$ cat src/rtl/gzsg_div.sv
// ----------------------------------------------------------------------------
// gzsg_div
// restoring divider, one quotient bit a cycle
// ----------------------------------------------------------------------------
module gzsg_div (
    input  logic        i_clk,
    input  logic        i_rst_n,
    input  logic        i_start,
    input  logic [47:0] i_num,
    input  logic [17:0] i_den,
    output logic        o_done,
    output logic [47:0] o_quot
);
    logic [47:0] r_q;
    logic [18:0] r_rem;
    logic [17:0] r_den;
    logic [5:0]  r_cnt;
    logic        r_busy;
    logic [19:0] w_trial;

    assign w_trial = {r_rem, r_q[47]} - {2'b0, r_den};
    assign o_quot = r_q;

    always_ff @(posedge i_clk) begin
        if (!i_rst_n) begin
            r_busy <= 1'b0;
            o_done <= 1'b0;
            r_cnt <= '0;
        end else begin
            o_done <= 1'b0;
            if (i_start) begin
                r_busy <= 1'b1;
                r_cnt <= '0;
            end else if (r_busy) begin
                r_cnt <= r_cnt + 6'd1;
                if (r_cnt == 6'd47) begin
                    r_busy <= 1'b0;
                    o_done <= 1'b1;
                end
            end
        end
        if (i_start) begin
            r_q <= i_num;
            r_rem <= '0;
            r_den <= i_den;
        end else if (r_busy) begin
            if (!w_trial[19]) begin
                r_rem <= w_trial[18:0];
                r_q <= {r_q[46:0], 1'b1};
            end else begin
                r_rem <= {r_rem[17:0], r_q[47]};
                r_q <= {r_q[46:0], 1'b0};
            end
        end
    end
endmodule

$ cat config.mk
export PLATFORM = sky130hd
export DESIGN_NAME = gzsg_div
export DESIGN_NICKNAME = d
export VERILOG_FILES = /design/src/rtl/gzsg_div.sv
export SDC_FILE = /design/constraint.sdc
export NUM_CORES = 1
export LEC_CHECK = 0
export BUFFER_PORTS_ARGS = -buffer_cell sky130_fd_sc_hd__buf_2
export CAP_MARGIN = 10
export CORE_MARGIN = 3
export CORE_UTILIZATION = 35
export DETAILED_ROUTE_END_ITERATION = 7
export SYNTH_ARGS = -nofsm -noshare
export SYNTH_HDL_FRONTEND = slang
export SYNTH_SLANG_ARGS = --single-unit
$ cat constraint.sdc
create_clock -name i_clk -period 2.07 [get_ports i_clk]
set_input_delay 0.3105 -clock i_clk [delete_from_list [all_inputs] [get_ports i_clk]]
set_output_delay 0.3105 -clock i_clk [all_outputs]
set_load 0.05 [all_outputs]
* Word-level counts from Yosys, hierarchy flattened
Cells that the tools add are included.
** Word-level totals
- Register bits :: 93
- Output and inout bits :: 49
** Operators by class
- Add/subtract/negate cells :: 2
- Equality and inequality tests :: 1
- Muxes and demuxes :: 8
- Bitwise logic cells :: 2
- Reductions and logical operators :: 3
** Operator list (count)
- $mux W48 :: 2
- $sub A20 B18 Y20 :: 1
- $mux W19 :: 1
- $add A6 B1 Y6 const B :: 1
- $eq A6 B6 Y1 const B :: 1
- $mux W1 :: 5
- $reduce_or A3 Y1 :: 1
- $not A1 Y1 :: 2
- $reduce_bool A2 Y1 :: 1
- $reduce_or A2 Y1 :: 1

* Depth between registers and ports, before layout
- Word-level depth :: 4
- Depth in mapped cells :: 11

* Least setup slack after synthesis
OpenSTA, ideal clock, no wires.
- Path type :: register to register
- Start point :: register r_q[47], in the netlist o_quot[47]
- End point :: register r_rem[6]
- Library setup time :: 0.088 ns
- Arrival time :: 2.384 ns
- Required time :: 1.982 ns
- Slack :: -0.402 ns
- Stages on the path, launching flop included :: 11
- Buffers on the path :: 1
- Cells stage by stage :: edfxtp_1 > inv_1 > ha_1 > nand2b_1 > a211oi_2 > o21ai_1 > o221a_4 > o21ai_1 > buf_4 > o21ai_2 > a311oi_2
** On the way
- Word-level cells in the longest chain between the ends :: 2
** RTL lines
- start, declared :: RTL line 14 : logic [47:0] r_q;
- start signal, assigned :: RTL line 43 : r_q <= i_num;
- start signal, assigned :: RTL line 49 : r_q <= {r_q[46:0], 1'b1};
- start signal, assigned :: RTL line 52 : r_q <= {r_q[46:0], 1'b0};
- $sub A20 B18 Y20 :: RTL line 21 : assign w_trial = {r_rem, r_q[47]} - {2'b0, r_den};
- $mux W19 :: RTL line 47 : if (!w_trial[19]) begin
- end signal, assigned :: RTL line 48 : r_rem <= w_trial[18:0];
- end signal, assigned :: RTL line 51 : r_rem <= {r_rem[17:0], r_q[47]};
- end, declared :: RTL line 15 : logic [18:0] r_rem;
No other way between the ends.
A chain may end at the register's enable or synchronous reset.

* Final worst setup path
- Start point :: register r_den[0]
- End point :: register r_rem[0]
** On the way
- Word-level cells in the longest chain between the ends :: 2
** RTL lines
- start, declared :: RTL line 16 : logic [17:0] r_den;
- start signal, assigned :: RTL line 45 : r_den <= i_den;
- $sub A20 B18 Y20 :: RTL line 21
- $mux W19 :: RTL line 47
No other way between the ends.

==> flow_metrics.env <==
export IMPL_leakage_nw=2.79
export IMPL_ios=118
export IMPL_cp_max_fo=7
export IMPL_numCtsBuffers=9
export IMPL_synth_seq_cells=93
export IMPL_cts_tree="done"
export IMPL_run_status="complete, but fails checks"
export IMPL_hp_class="in -> reg"
export IMPL_yosysSeqAreaShare_pct=52.1
export IMPL_drive_above_1_share_pct=51.5
export IMPL_timing_setup_tns_ns=-4.72
export IMPL_synth_distinct_cells=53
export IMPL_fin_total_pwr_w=0.00516
export IMPL_cts_hold_buf=0
export IMPL_cap_viol_max_count=0
export IMPL_synth_edff_count=66
export IMPL_setup_violations=20
export IMPL_syn_area_sq_um=4840
export IMPL_postSynthAreaPerCell_sq_um=11.6
export IMPL_rsz0062_at_grt="true"
export IMPL_design_area_sq_um=6800
export IMPL_fp_dieW_microns=124
export IMPL_final_setup_skew_ns=0.00888
export IMPL_drt_iter0_drc=261
export IMPL_die_h_microns=124
export IMPL_r2r_start="r_den[0]"
export IMPL_final_common_cell="buf_2"
export IMPL_layout_nets=698
export IMPL_end_kind="register"
export IMPL_peakVddDrop_v=0.000545
export IMPL_first_pass_iters=5
export IMPL_finalCritPeriodShare_pct=114
export IMPL_port_buffers=117
export IMPL_critPathRequiredTime_ns=2.31
export IMPL_grt_pass1_vias=4004
export IMPL_drtAntennaViolNets=0
export IMPL_place_gp_congestion=0.899
export IMPL_violations="setup timing"
export IMPL_synth_top_area_share_pct=41.0
export IMPL_layout_common_cells="buf_2 (116), buf_4 (69), edfxtp_1 (66), mux2_2 (47), nand2_1 (38)"
export IMPL_slew_violations=0
export IMPL_path_clk_slew_ns=0.07
export IMPL_numClockSinks=93
export IMPL_whs_ns=0.134
export IMPL_grt_max_degree=43
export IMPL_hold_start="i_den[1]"
export IMPL_clock_latency_ns=0.35
export IMPL_period_minus_slack_ns=2.36
export IMPL_maxSlewHeadroom_pct=72.3
export IMPL_ys_dominant_reg_cell="edfxtp_1"
export IMPL_vias_per_cell=5.05
export IMPL_die_area_sq_um=15300
export IMPL_post_place_ws_ns=-0.464
export IMPL_antenna_found_initial=0
export IMPL_grt_usage_pct=17.3
export IMPL_wl_per_cell_microns=16.2
export IMPL_n_antenna_cell=0
export IMPL_drcViolationCount=0
export IMPL_netlist_instances=417
export IMPL_finalWirelength_mm=12.8
export IMPL_dp_hpwl_mm=9.22
export IMPL_crit_path_start_kind="register"
export IMPL_cts_max_path_buffers=2
export IMPL_grt_ovfl_total=0
export IMPL_worst_slack_ns=-0.287
export IMPL_worstSetupPathType="reg -> reg"
export IMPL_yosysWarningCount=0
export IMPL_async_reset_ff_share_pct=0
export IMPL_synth_area_top_cells="edfxtp_1 (41%), dfxtp_1 (11%), mux2_2 (11%)"
export IMPL_hold_viol=0
export IMPL_max_freq_ghz=0.424
export IMPL_core_area_sq_um=13400
export IMPL_placementRows=42
export IMPL_start_util_pct=36.1
export IMPL_h_tree_depth=3
export IMPL_power_density_nw_per_um2=758
export IMPL_setup_worst_path_start="r_den[0]"
export IMPL_post_dp_cell_area_sq_um=6120
export IMPL_clock_root_buffer="clkbuf_16"
export IMPL_areaGrowthSynthToFinish_pct=40.6
export IMPL_worstMarginPinSlew_ns=0.415
export IMPL_synth_nets=506
export IMPL_arrival_ns=2.60
export IMPL_synth_largest_area_cell="edfxtp_1"
export IMPL_grt_first_pass_wirelength_mm=20.4
export IMPL_via_count=3988
per-layer routing:
metal	vias up	share of wire [%]	global-route usage (%)
li1	1946	-	-
met1	1904	44	22.6
met2	134	49	28.4
met3	4	6.8	5.63
met4	0	0.24	3.32
met5	-	0	0
critical path, stage by stage (launching register included):
cell and delay, ns:
edfxtp_1 0.44, ha_4 0.20, nand2b_4 0.15, a211oi_4 0.26, o21ai_2 0.11, o221a_4 0.25
buf_8 0.14, o21ai_4 0.20, buf_6 0.17, nand3_1 0.08, a32o_1 0.24
path summary, 6_finish.rpt:
kind / end / slack [ns] / cells after the start
max: r_rem[0] / -0.29 / 10
min: r_den[1] / 0.13 / 1
max reg2reg: r_rem[0] / -0.29 / 10
min reg2reg: r_rem[16] / 0.51 / 2
state kept, by name, indices dropped and copies added, names as in the netlist:
| name | flops |
|---|---|
| r_rem | 19 |
| r_cnt | 6 |
| r_den | 18 |
| o_done | 1 |
| o_quot | 48 |
| r_busy | 1 |
Yosys cell counts, types with 9 or more instances:
library cell and n:
edfxtp_1 66, inv_1 25, xor2_1 10, a21oi_1 20, dfxtp_1 27, nor2_1 22, nand2_1 42, xnor2_1 9
o211ai_1 12, nand3_1 14, o21ai_0 17, ha_1 19, mux2_2 47
layout make-up:
cell class / count / area (sq um)
Tap cell: 176 / 220
Sequential cell: 93 / 2520
Multi-Input combinational cell: 284 / 2400
Timing Repair Buffer: 196 / 1250
Clock buffer: 9 / 225
Clock inverter: 7 / 81.3
Fill cell: 1221 / 6600
Inverter: 25 / 97.6
per-stage QoR:
| step | utilization [%] | cells |
|---|---|---|
| 3_5_place_dp | 45.7 | 760 |
| 3_3_place_gp | 45.7 | 760 |
| 5_1_grt | 50.8 | 790 |
| 6_report | 50.8 | 790 |
| 2_1_floorplan | - | 417 |
| 4_1_cts | 49.4 | 782 |
report_power, final:
part | switching [W] | internal, W | total [W]
Sequential | 0.0000736 | 0.00216 | 0.00224
Combinational | 0.000744 | 0.000431 | 0.00118
Clock | 0.000782 | 0.000961 | 0.00174
timing repair:
action / CTS / global route
pin swaps: 18 / 25
resized for setup: 31 / 29
endpoints found under the setup margin: 20 / 20
hold endpoints to repair: 0 / 0
setup buffers: 4 / 8
cloned: 2 / 0
kinds of logic after synthesis:
logic type	after synthesis	synth area share, %
AOI/OAI and AO/OA	90	14.0
xor gates and xnor gates	19	3.44
buffers and inverters	42	4.09
adders and majority gates	20	5.33
muxes	48	11.1
DFF	93	52.1
and+or+nand+nor	105	9.88
Note: power is estimated with default switching activity, not from simulation.
