$ cat config.mk
export PLATFORM = sky130hd
export DESIGN_NAME = gzsg_mul
export DESIGN_NICKNAME = d
export VERILOG_FILES = /design/src/rtl/gzsg_pkg.sv /design/src/rtl/gzsg_mul.sv
export SDC_FILE = /design/constraint.sdc
export NUM_CORES = 2
export LEC_CHECK = 0
export BUFFER_PORTS_ARGS = -buffer_cell sky130_fd_sc_hd__buf_4
export CORE_MARGIN = 2
export CORE_UTILIZATION = 33
export DETAILED_ROUTE_END_ITERATION = 12
export PLACE_DENSITY = 0.46
export SYNTH_ARGS = -nofsm -noshare
export SYNTH_HDL_FRONTEND = slang
export SYNTH_SLANG_ARGS = --single-unit
$ cat constraint.sdc
create_clock -name i_clk -period 26.4 [get_ports i_clk]
set_input_delay 1.32 -clock i_clk [delete_from_list [all_inputs] [get_ports i_clk]]
set_output_delay 1.32 -clock i_clk [all_outputs]
set_load 0.05 [all_outputs]
$ cat src/rtl/gzsg_pkg.sv
// ----------------------------------------------------------------------------
// gzsg_pkg
// shared constants and types of the gyro zero stillness gate
// ----------------------------------------------------------------------------
package gzsg_pkg;

    localparam int MAX_BLOCK_DEF  = 1024;
    localparam int MAX_WINDOW_DEF = 65536;

    localparam logic [2:0] REG_BLOCK_LEN  = 3'd0;
    localparam logic [2:0] REG_WINDOW_LEN = 3'd1;
    localparam logic [2:0] REG_RATE_SD    = 3'd2;
    localparam logic [2:0] REG_ACCEL_SD   = 3'd3;
    localparam logic [2:0] REG_ACCEL_ERR  = 3'd4;

    localparam logic [1:0] ST_COLLECT  = 2'd0;
    localparam logic [1:0] ST_FAILED   = 2'd1;
    localparam logic [1:0] ST_BANKED   = 2'd2;
    localparam logic [1:0] ST_ACCEPTED = 2'd3;

    typedef enum logic [3:0] {
        S_IDLE,
        S_ACC,
        S_SPREAD,
        S_RHS,
        S_JUDGE,
        S_DIV,
        S_OUT
    } t_state;

    // multiplier request from sequencer to shared unit
    typedef struct packed {
        logic [63:0] a;
        logic [63:0] b;
    } t_mul_req;

endpackage

$ cat src/rtl/gzsg_mul.sv
// ----------------------------------------------------------------------------
// gzsg_mul
// shared 64 by 64 multiplier keeping the low 64 bits of the product, built from 32 by 32 partial products
// ----------------------------------------------------------------------------
module gzsg_mul
    import gzsg_pkg::*;
(
    input  logic        i_clk,
    input  logic        i_rst_n,
    input  logic        i_start,
    input  t_mul_req    i_req,
    output logic        o_done,
    output logic [63:0] o_prod
);
    logic [63:0] r_a, n_a;
    logic [63:0] r_b, n_b;
    logic [63:0] r_acc, n_acc;
    logic [2:0]  r_cnt, n_cnt;
    logic        r_busy, n_busy;
    logic [31:0] w_pa, w_pb;
    logic [63:0] w_pp;

    assign w_pa = r_cnt[1] ? r_a[63:32] : r_a[31:0];
    assign w_pb = r_cnt[0] ? r_b[63:32] : r_b[31:0];
    assign w_pp = 64'(w_pa) * 64'(w_pb);

    always_comb begin
        n_a = r_a;
        n_b = r_b;
        n_acc = r_acc;
        n_cnt = r_cnt;
        n_busy = r_busy;
        o_done = 1'b0;
        if (i_start) begin
            n_a = i_req.a;
            n_b = i_req.b;
            n_acc = '0;
            n_cnt = '0;
            n_busy = 1'b1;
        end else if (r_busy) begin
            case (r_cnt[1:0])
                2'd0: n_acc = r_acc + w_pp;
                2'd1, 2'd2: n_acc = r_acc + {w_pp[31:0], 32'd0};
                default: n_acc = r_acc;
            endcase
            n_cnt = r_cnt + 3'd1;
            if (r_cnt == 3'd3) begin
                n_busy = 1'b0;
                o_done = 1'b1;
            end
        end
    end

    assign o_prod = r_acc;

    always_ff @(posedge i_clk) begin
        if (!i_rst_n) begin
            r_busy <= 1'b0;
            r_cnt <= '0;
        end else begin
            r_busy <= n_busy;
            r_cnt <= n_cnt;
        end
        r_a <= n_a;
        r_b <= n_b;
        r_acc <= n_acc;
    end
endmodule

Word-level counts from Yosys, hierarchy flattened:

Cells that the tools add are included.

* reduce and logical (&&, ||, !) cells: 5
* multipliers: 1
* $add $sub $neg: 3
* mux-type cells: 9
* bitwise gates (word level): 1
* equality and inequality tests: 3

Operators with widths (number)
* $add A64 B64 Y64: 2
* $pmux W64 S2: 1
* $mul A32 B32 Y64: 1
* $mux W32: 2
* $mux W1: 6
* $reduce_or A2 Y1: 2
* $add A3 B1 Y3 const B: 1
* $eq A3 B2 Y1 const B: 1
* $eq A2 B1 Y1 const B: 1
* $eq A2 B2 Y1 const B: 1
* $logic_not A2 Y1: 1
* $reduce_and A2 Y1: 1
* $reduce_bool A2 Y1: 1
* $not A1 Y1: 1

* bits in registers: 196
* output and inout bits: 65
* word-level logic and storage cells: 27
* bits of input ports: 131

Depth between registers and ports, before layout:

* word-level depth: 4
* mapped depth: 42
* mapped depth without buffers: 38

Least setup slack after synthesis:

OpenSTA, ideal clock, no wires.

* kind: register -> register
* from: register r_cnt[1]
* to: register r_acc[62] (netlist: o_prod[62])
* required time: 26.314 ns
* clock period less this slack: 10.102 ns
* cell stages (with the launch flop): 42
* library setup time: 0.086 ns
* buffers on the path: 5
* arrival time: 10.017 ns
* slack: 16.298 ns
* cell sequence: dfxtp_1 > clkbuf_1 > buf_1 > mux2i_1 > clkbuf_1 > nor2_1 > fa_1 > inv_1 > fa_1 > inv_1 > fa_1 > inv_1 > fa_1 > inv_1 > fa_1 > fa_1 > fa_1 > fa_1 > [... 6 more ...] > a31oi_2 > o41a_1 > o21a_1 > o21a_1 > o21ai_2 > xor2_1 > ha_1 > clkbuf_1 > a21o_1 > a21o_1 > a21o_1 > a21o_1 > a21oi_1 > nor2_1 > o21ai_0 > o21a_1 > o221ai_1 > a211oi_1

* cells in the longest elaborated chain, start to end: 4
* elaborated cells between the ends (all ways): 11
* classes of those cells: add/sub (2); mul (1); eq/ne (2); mux (2); reduce/logical (4)

RTL lines
* start, declared: RTL line gzsg_mul.sv:18 `logic [2:0] r_cnt, n_cnt;`
* start signal, assigned: RTL line gzsg_mul.sv:62 `r_cnt <= n_cnt;`
* $mux W32 (tied with other cells): RTL line gzsg_mul.sv:23 `assign w_pa = r_cnt[1] ? r_a[63:32] : r_a[31:0];`
* $mul A32 B32 Y64 or $reduce_or A2 Y1 (tied branches): RTL line gzsg_mul.sv:25, gzsg_mul.sv:41
* $add A64 B64 Y64 (tied with other cells): RTL line gzsg_mul.sv:43 `2'd1, 2'd2: n_acc = r_acc + {w_pp[31:0], 32'd0};`
* $pmux W64 S2 or $reduce_and A2 Y1 (tied branches)
* end signal, assigned: RTL line gzsg_mul.sv:66 `r_acc <= n_acc;`
* end, declared: RTL line gzsg_mul.sv:17 `logic [63:0] r_acc, n_acc;`

Parallel ways exist; a longest one is shown, timed or not.
A chain may end at the register's enable or synchronous reset.

Worst setup path after layout:

* from: register r_cnt[1]
* to: register r_acc[61] (netlist: o_prod[61])

Same word-level chain as after synthesis.

==> flow_summary.yaml <==
setup_path:
  required_ns: 26.80
  cp_data_arrival_time_ns: 12.23
  cp-end-kind: "flop"
  critPathBufInv: 4
  cpMaxStageDelayCell: "mux2_2"
  cp_slowest_stage_delay_ns: 0.82
  cpLargestDelayFamily: "adder cells"
  worst_path_most_repeated_cell: "fa_1"
  worst_setup_path_start_kind: "flop"
  crit_type: "flop to flop"
  cp_max_fo: 41
detailed_routing:
  drt-initial-drc-count: 2718
  wirelength_um: 165000
  avgViaCountPerCell: 5.19
  route.detailed.drc: 0
  first_pass_iters: 5
  ant_nets: 0
  num_vias: 35470
  routed_wire_length_per_instance_um: 24.2
placed_design:
  dp_slack_ns: 14.62
  place.gp.congestion: 0.896
  port_buffers: 195
  hpwl_um: 134000
yosys:
  yosys_warnings: 0
  avgSynthCellArea_um2: 9.02
  ys.flop_type: "edfxtp_1"
  netlist_instances: 4976
  ys_seq_area_frac: 0.116
  syn-cell-area_um2: 44900
  synthArstFlopShare: 0
  synth-edff-count: 128
  synth_cell_types: 82
  synth_seq_cells: 196
  syn-num-nets: 6376
global_route:
  grt_overflow: 0
  grt_max_degree: 66
  antenna_found_initial: 3
  grt_use_total: 0.241
  grt_pass1_wl_um: 249000
  grt_pass1_vias: 37190
cts:
  post_cts_buffers: 0
  cts_hold_buf: 0
  clkTransAtPathRegs_ns: 0.10
  clk_path_buf_depth: 2
  cts_resized: 0
  cts_buffers: 17
  clockRootBuffer: "clkbuf_16"
  cts_tree: "yes"
  clk_latency_ns: 0.56
  cts_htree_levels: 4
  cts.sinks: 196
floorplan:
  pin_count: 196
  die-area_um2: 139000
  core_area_um2: 135000
  die_y_um: 373
  row_count: 135
  start_util: 0.332
  dieWidth_um: 373
sta:
  rsz0062_at_grt: "no"
  period_share: 0.448
  slew_headroom: 0.272
  hold_viol: 0
  tns_ns: 0
  max_clock_freq_mhz: 84.6
  slew_violations: 0
  fin_ws_ns: 14.58
  tightest_slew_ns: 1.08
  setup_violations: 0
  skew_ns: 0.0277
  fin_crit_ns: 11.82
layout:
  layout_common_cells: "fa_1, inv_1, nor2_1, nand2_1, ha_1"
  fin_util: 0.364
  multi_input_area_um2: 35700
  syn2layout_area_growth_pct: 9.50
  fillerInstances: 13973
  drive_gt1_frac: 0.0905
  layout.nets: 6434
  seqCellArea_um2: 5210
  num_antenna_cells: 0
  final_common_cell: "fa_1"
outcome:
  outcome: "finished clean"
run:
  drv_cap: 0
worst_hold_path:
  min_path_type: "flop to flop"
==> metal layers <==
metal | part of all wire | track usage
met5 | 0 | 0
met4 | 0.024 | 0.0608
met3 | 0.058 | 0.0341
met2 | 0.45 | 0.376
met1 | 0.47 | 0.352
==> cells by family (layout without fill, tap and decap cells) <==
| logic type | after synthesis | after routing | synth area share |
|---|---|---|---|
| AOI/OAI and AO/OA | 622 | 622 | 0.0915 |
| xor gates and xnor gates | 140 | 140 | 0.0273 |
| adders and majority gates | 1269 | 1269 | 0.504 |
| buffers and inverters | 1121 | 1192 | 0.0939 |
| DFF | 196 | 196 | 0.116 |
| muxes | 129 | 129 | 0.0305 |
| and+or+nand+nor | 1499 | 1499 | 0.136 |
==> area by class of cell <==
class / count / share of cell area
clock inverters: 14 / 0.00339
well taps: 1781 / 0.0454
repair buffers: 275 / 0.0422
flip-flops and latches: 196 / 0.106
multi-input cells: 3659 / 0.727
clock buffers: 18 / 0.00874
inverters: 885 / 0.0676
==> state kept, by name, indices dropped and copies added, names as in the netlist <==
| register | flops |
|---|---|
| o_prod | 64 |
| r_a | 64 |
| r_b | 64 |
| r_busy | 1 |
| r_cnt | 3 |
==> worst register-to-register path: cells and delay by family (launching register included) <==
kind                       cells  cell delay (ns)
adders and majority gates     10             5.10
AOI/OAI and AO/OA              7             2.16
and+or+nand+nor               11             1.72
buffers and inverters          4             0.92
muxes                          1             0.87
DFF                            1             0.75
xor gates and xnor gates       1             0.17
==> synth_stat cells (all sizes together), types with 22 or more instances <==
| master | number | area, um^2 |
|---|---|---|
| buf | 22 | 88.8 |
| mux2i | 67 | 671 |
| a22oi | 33 | 248 |
| clkbuf | 214 | 803 |
| xnor2 | 77 | 674 |
| o21ai | 120 | 608 |
| nand4 | 41 | 257 |
| xor2 | 63 | 552 |
| a21o | 91 | 683 |
| nand2 | 604 | 2270 |
| inv | 885 | 3320 |
| dfxtp | 68 | 1360 |
| nor3 | 32 | 171 |
| ha | 371 | 4640 |
| a31oi | 27 | 181 |
| mux2 | 62 | 698 |
| nor2 | 683 | 2560 |
| edfxtp | 128 | 3840 |
| fa | 898 | 18000 |
| nand3 | 38 | 190 |
| a21oi | 181 | 917 |
==> metrics by stage <==
step / instances / hold WS, ns / area [um^2]
finish: 6828 / 0.501 / 49100
global route: 6828 / 0.526 / 49100
CTS: 6828 / 0.500 / 49100
detailed placement: 6796 / 0.488 / 48500
global placement: 6796 / 0.480 / 48500
floorplan: 4976 / 0.471 / 44900
==> path summary, 6_finish.rpt <==
kind         slack [ns]  depth (start not counted)          to      from
max               14.58                         34  o_prod[61]  r_cnt[1]
min                0.50                          2    r_cnt[2]  r_cnt[2]
min reg2reg        0.50                          2    r_cnt[2]  r_cnt[2]
max reg2reg       14.58                         34  o_prod[61]  r_cnt[1]
Power is not shown: default switching activity piles up to over one toggle a cycle in this logic, so the estimate is an artifact.
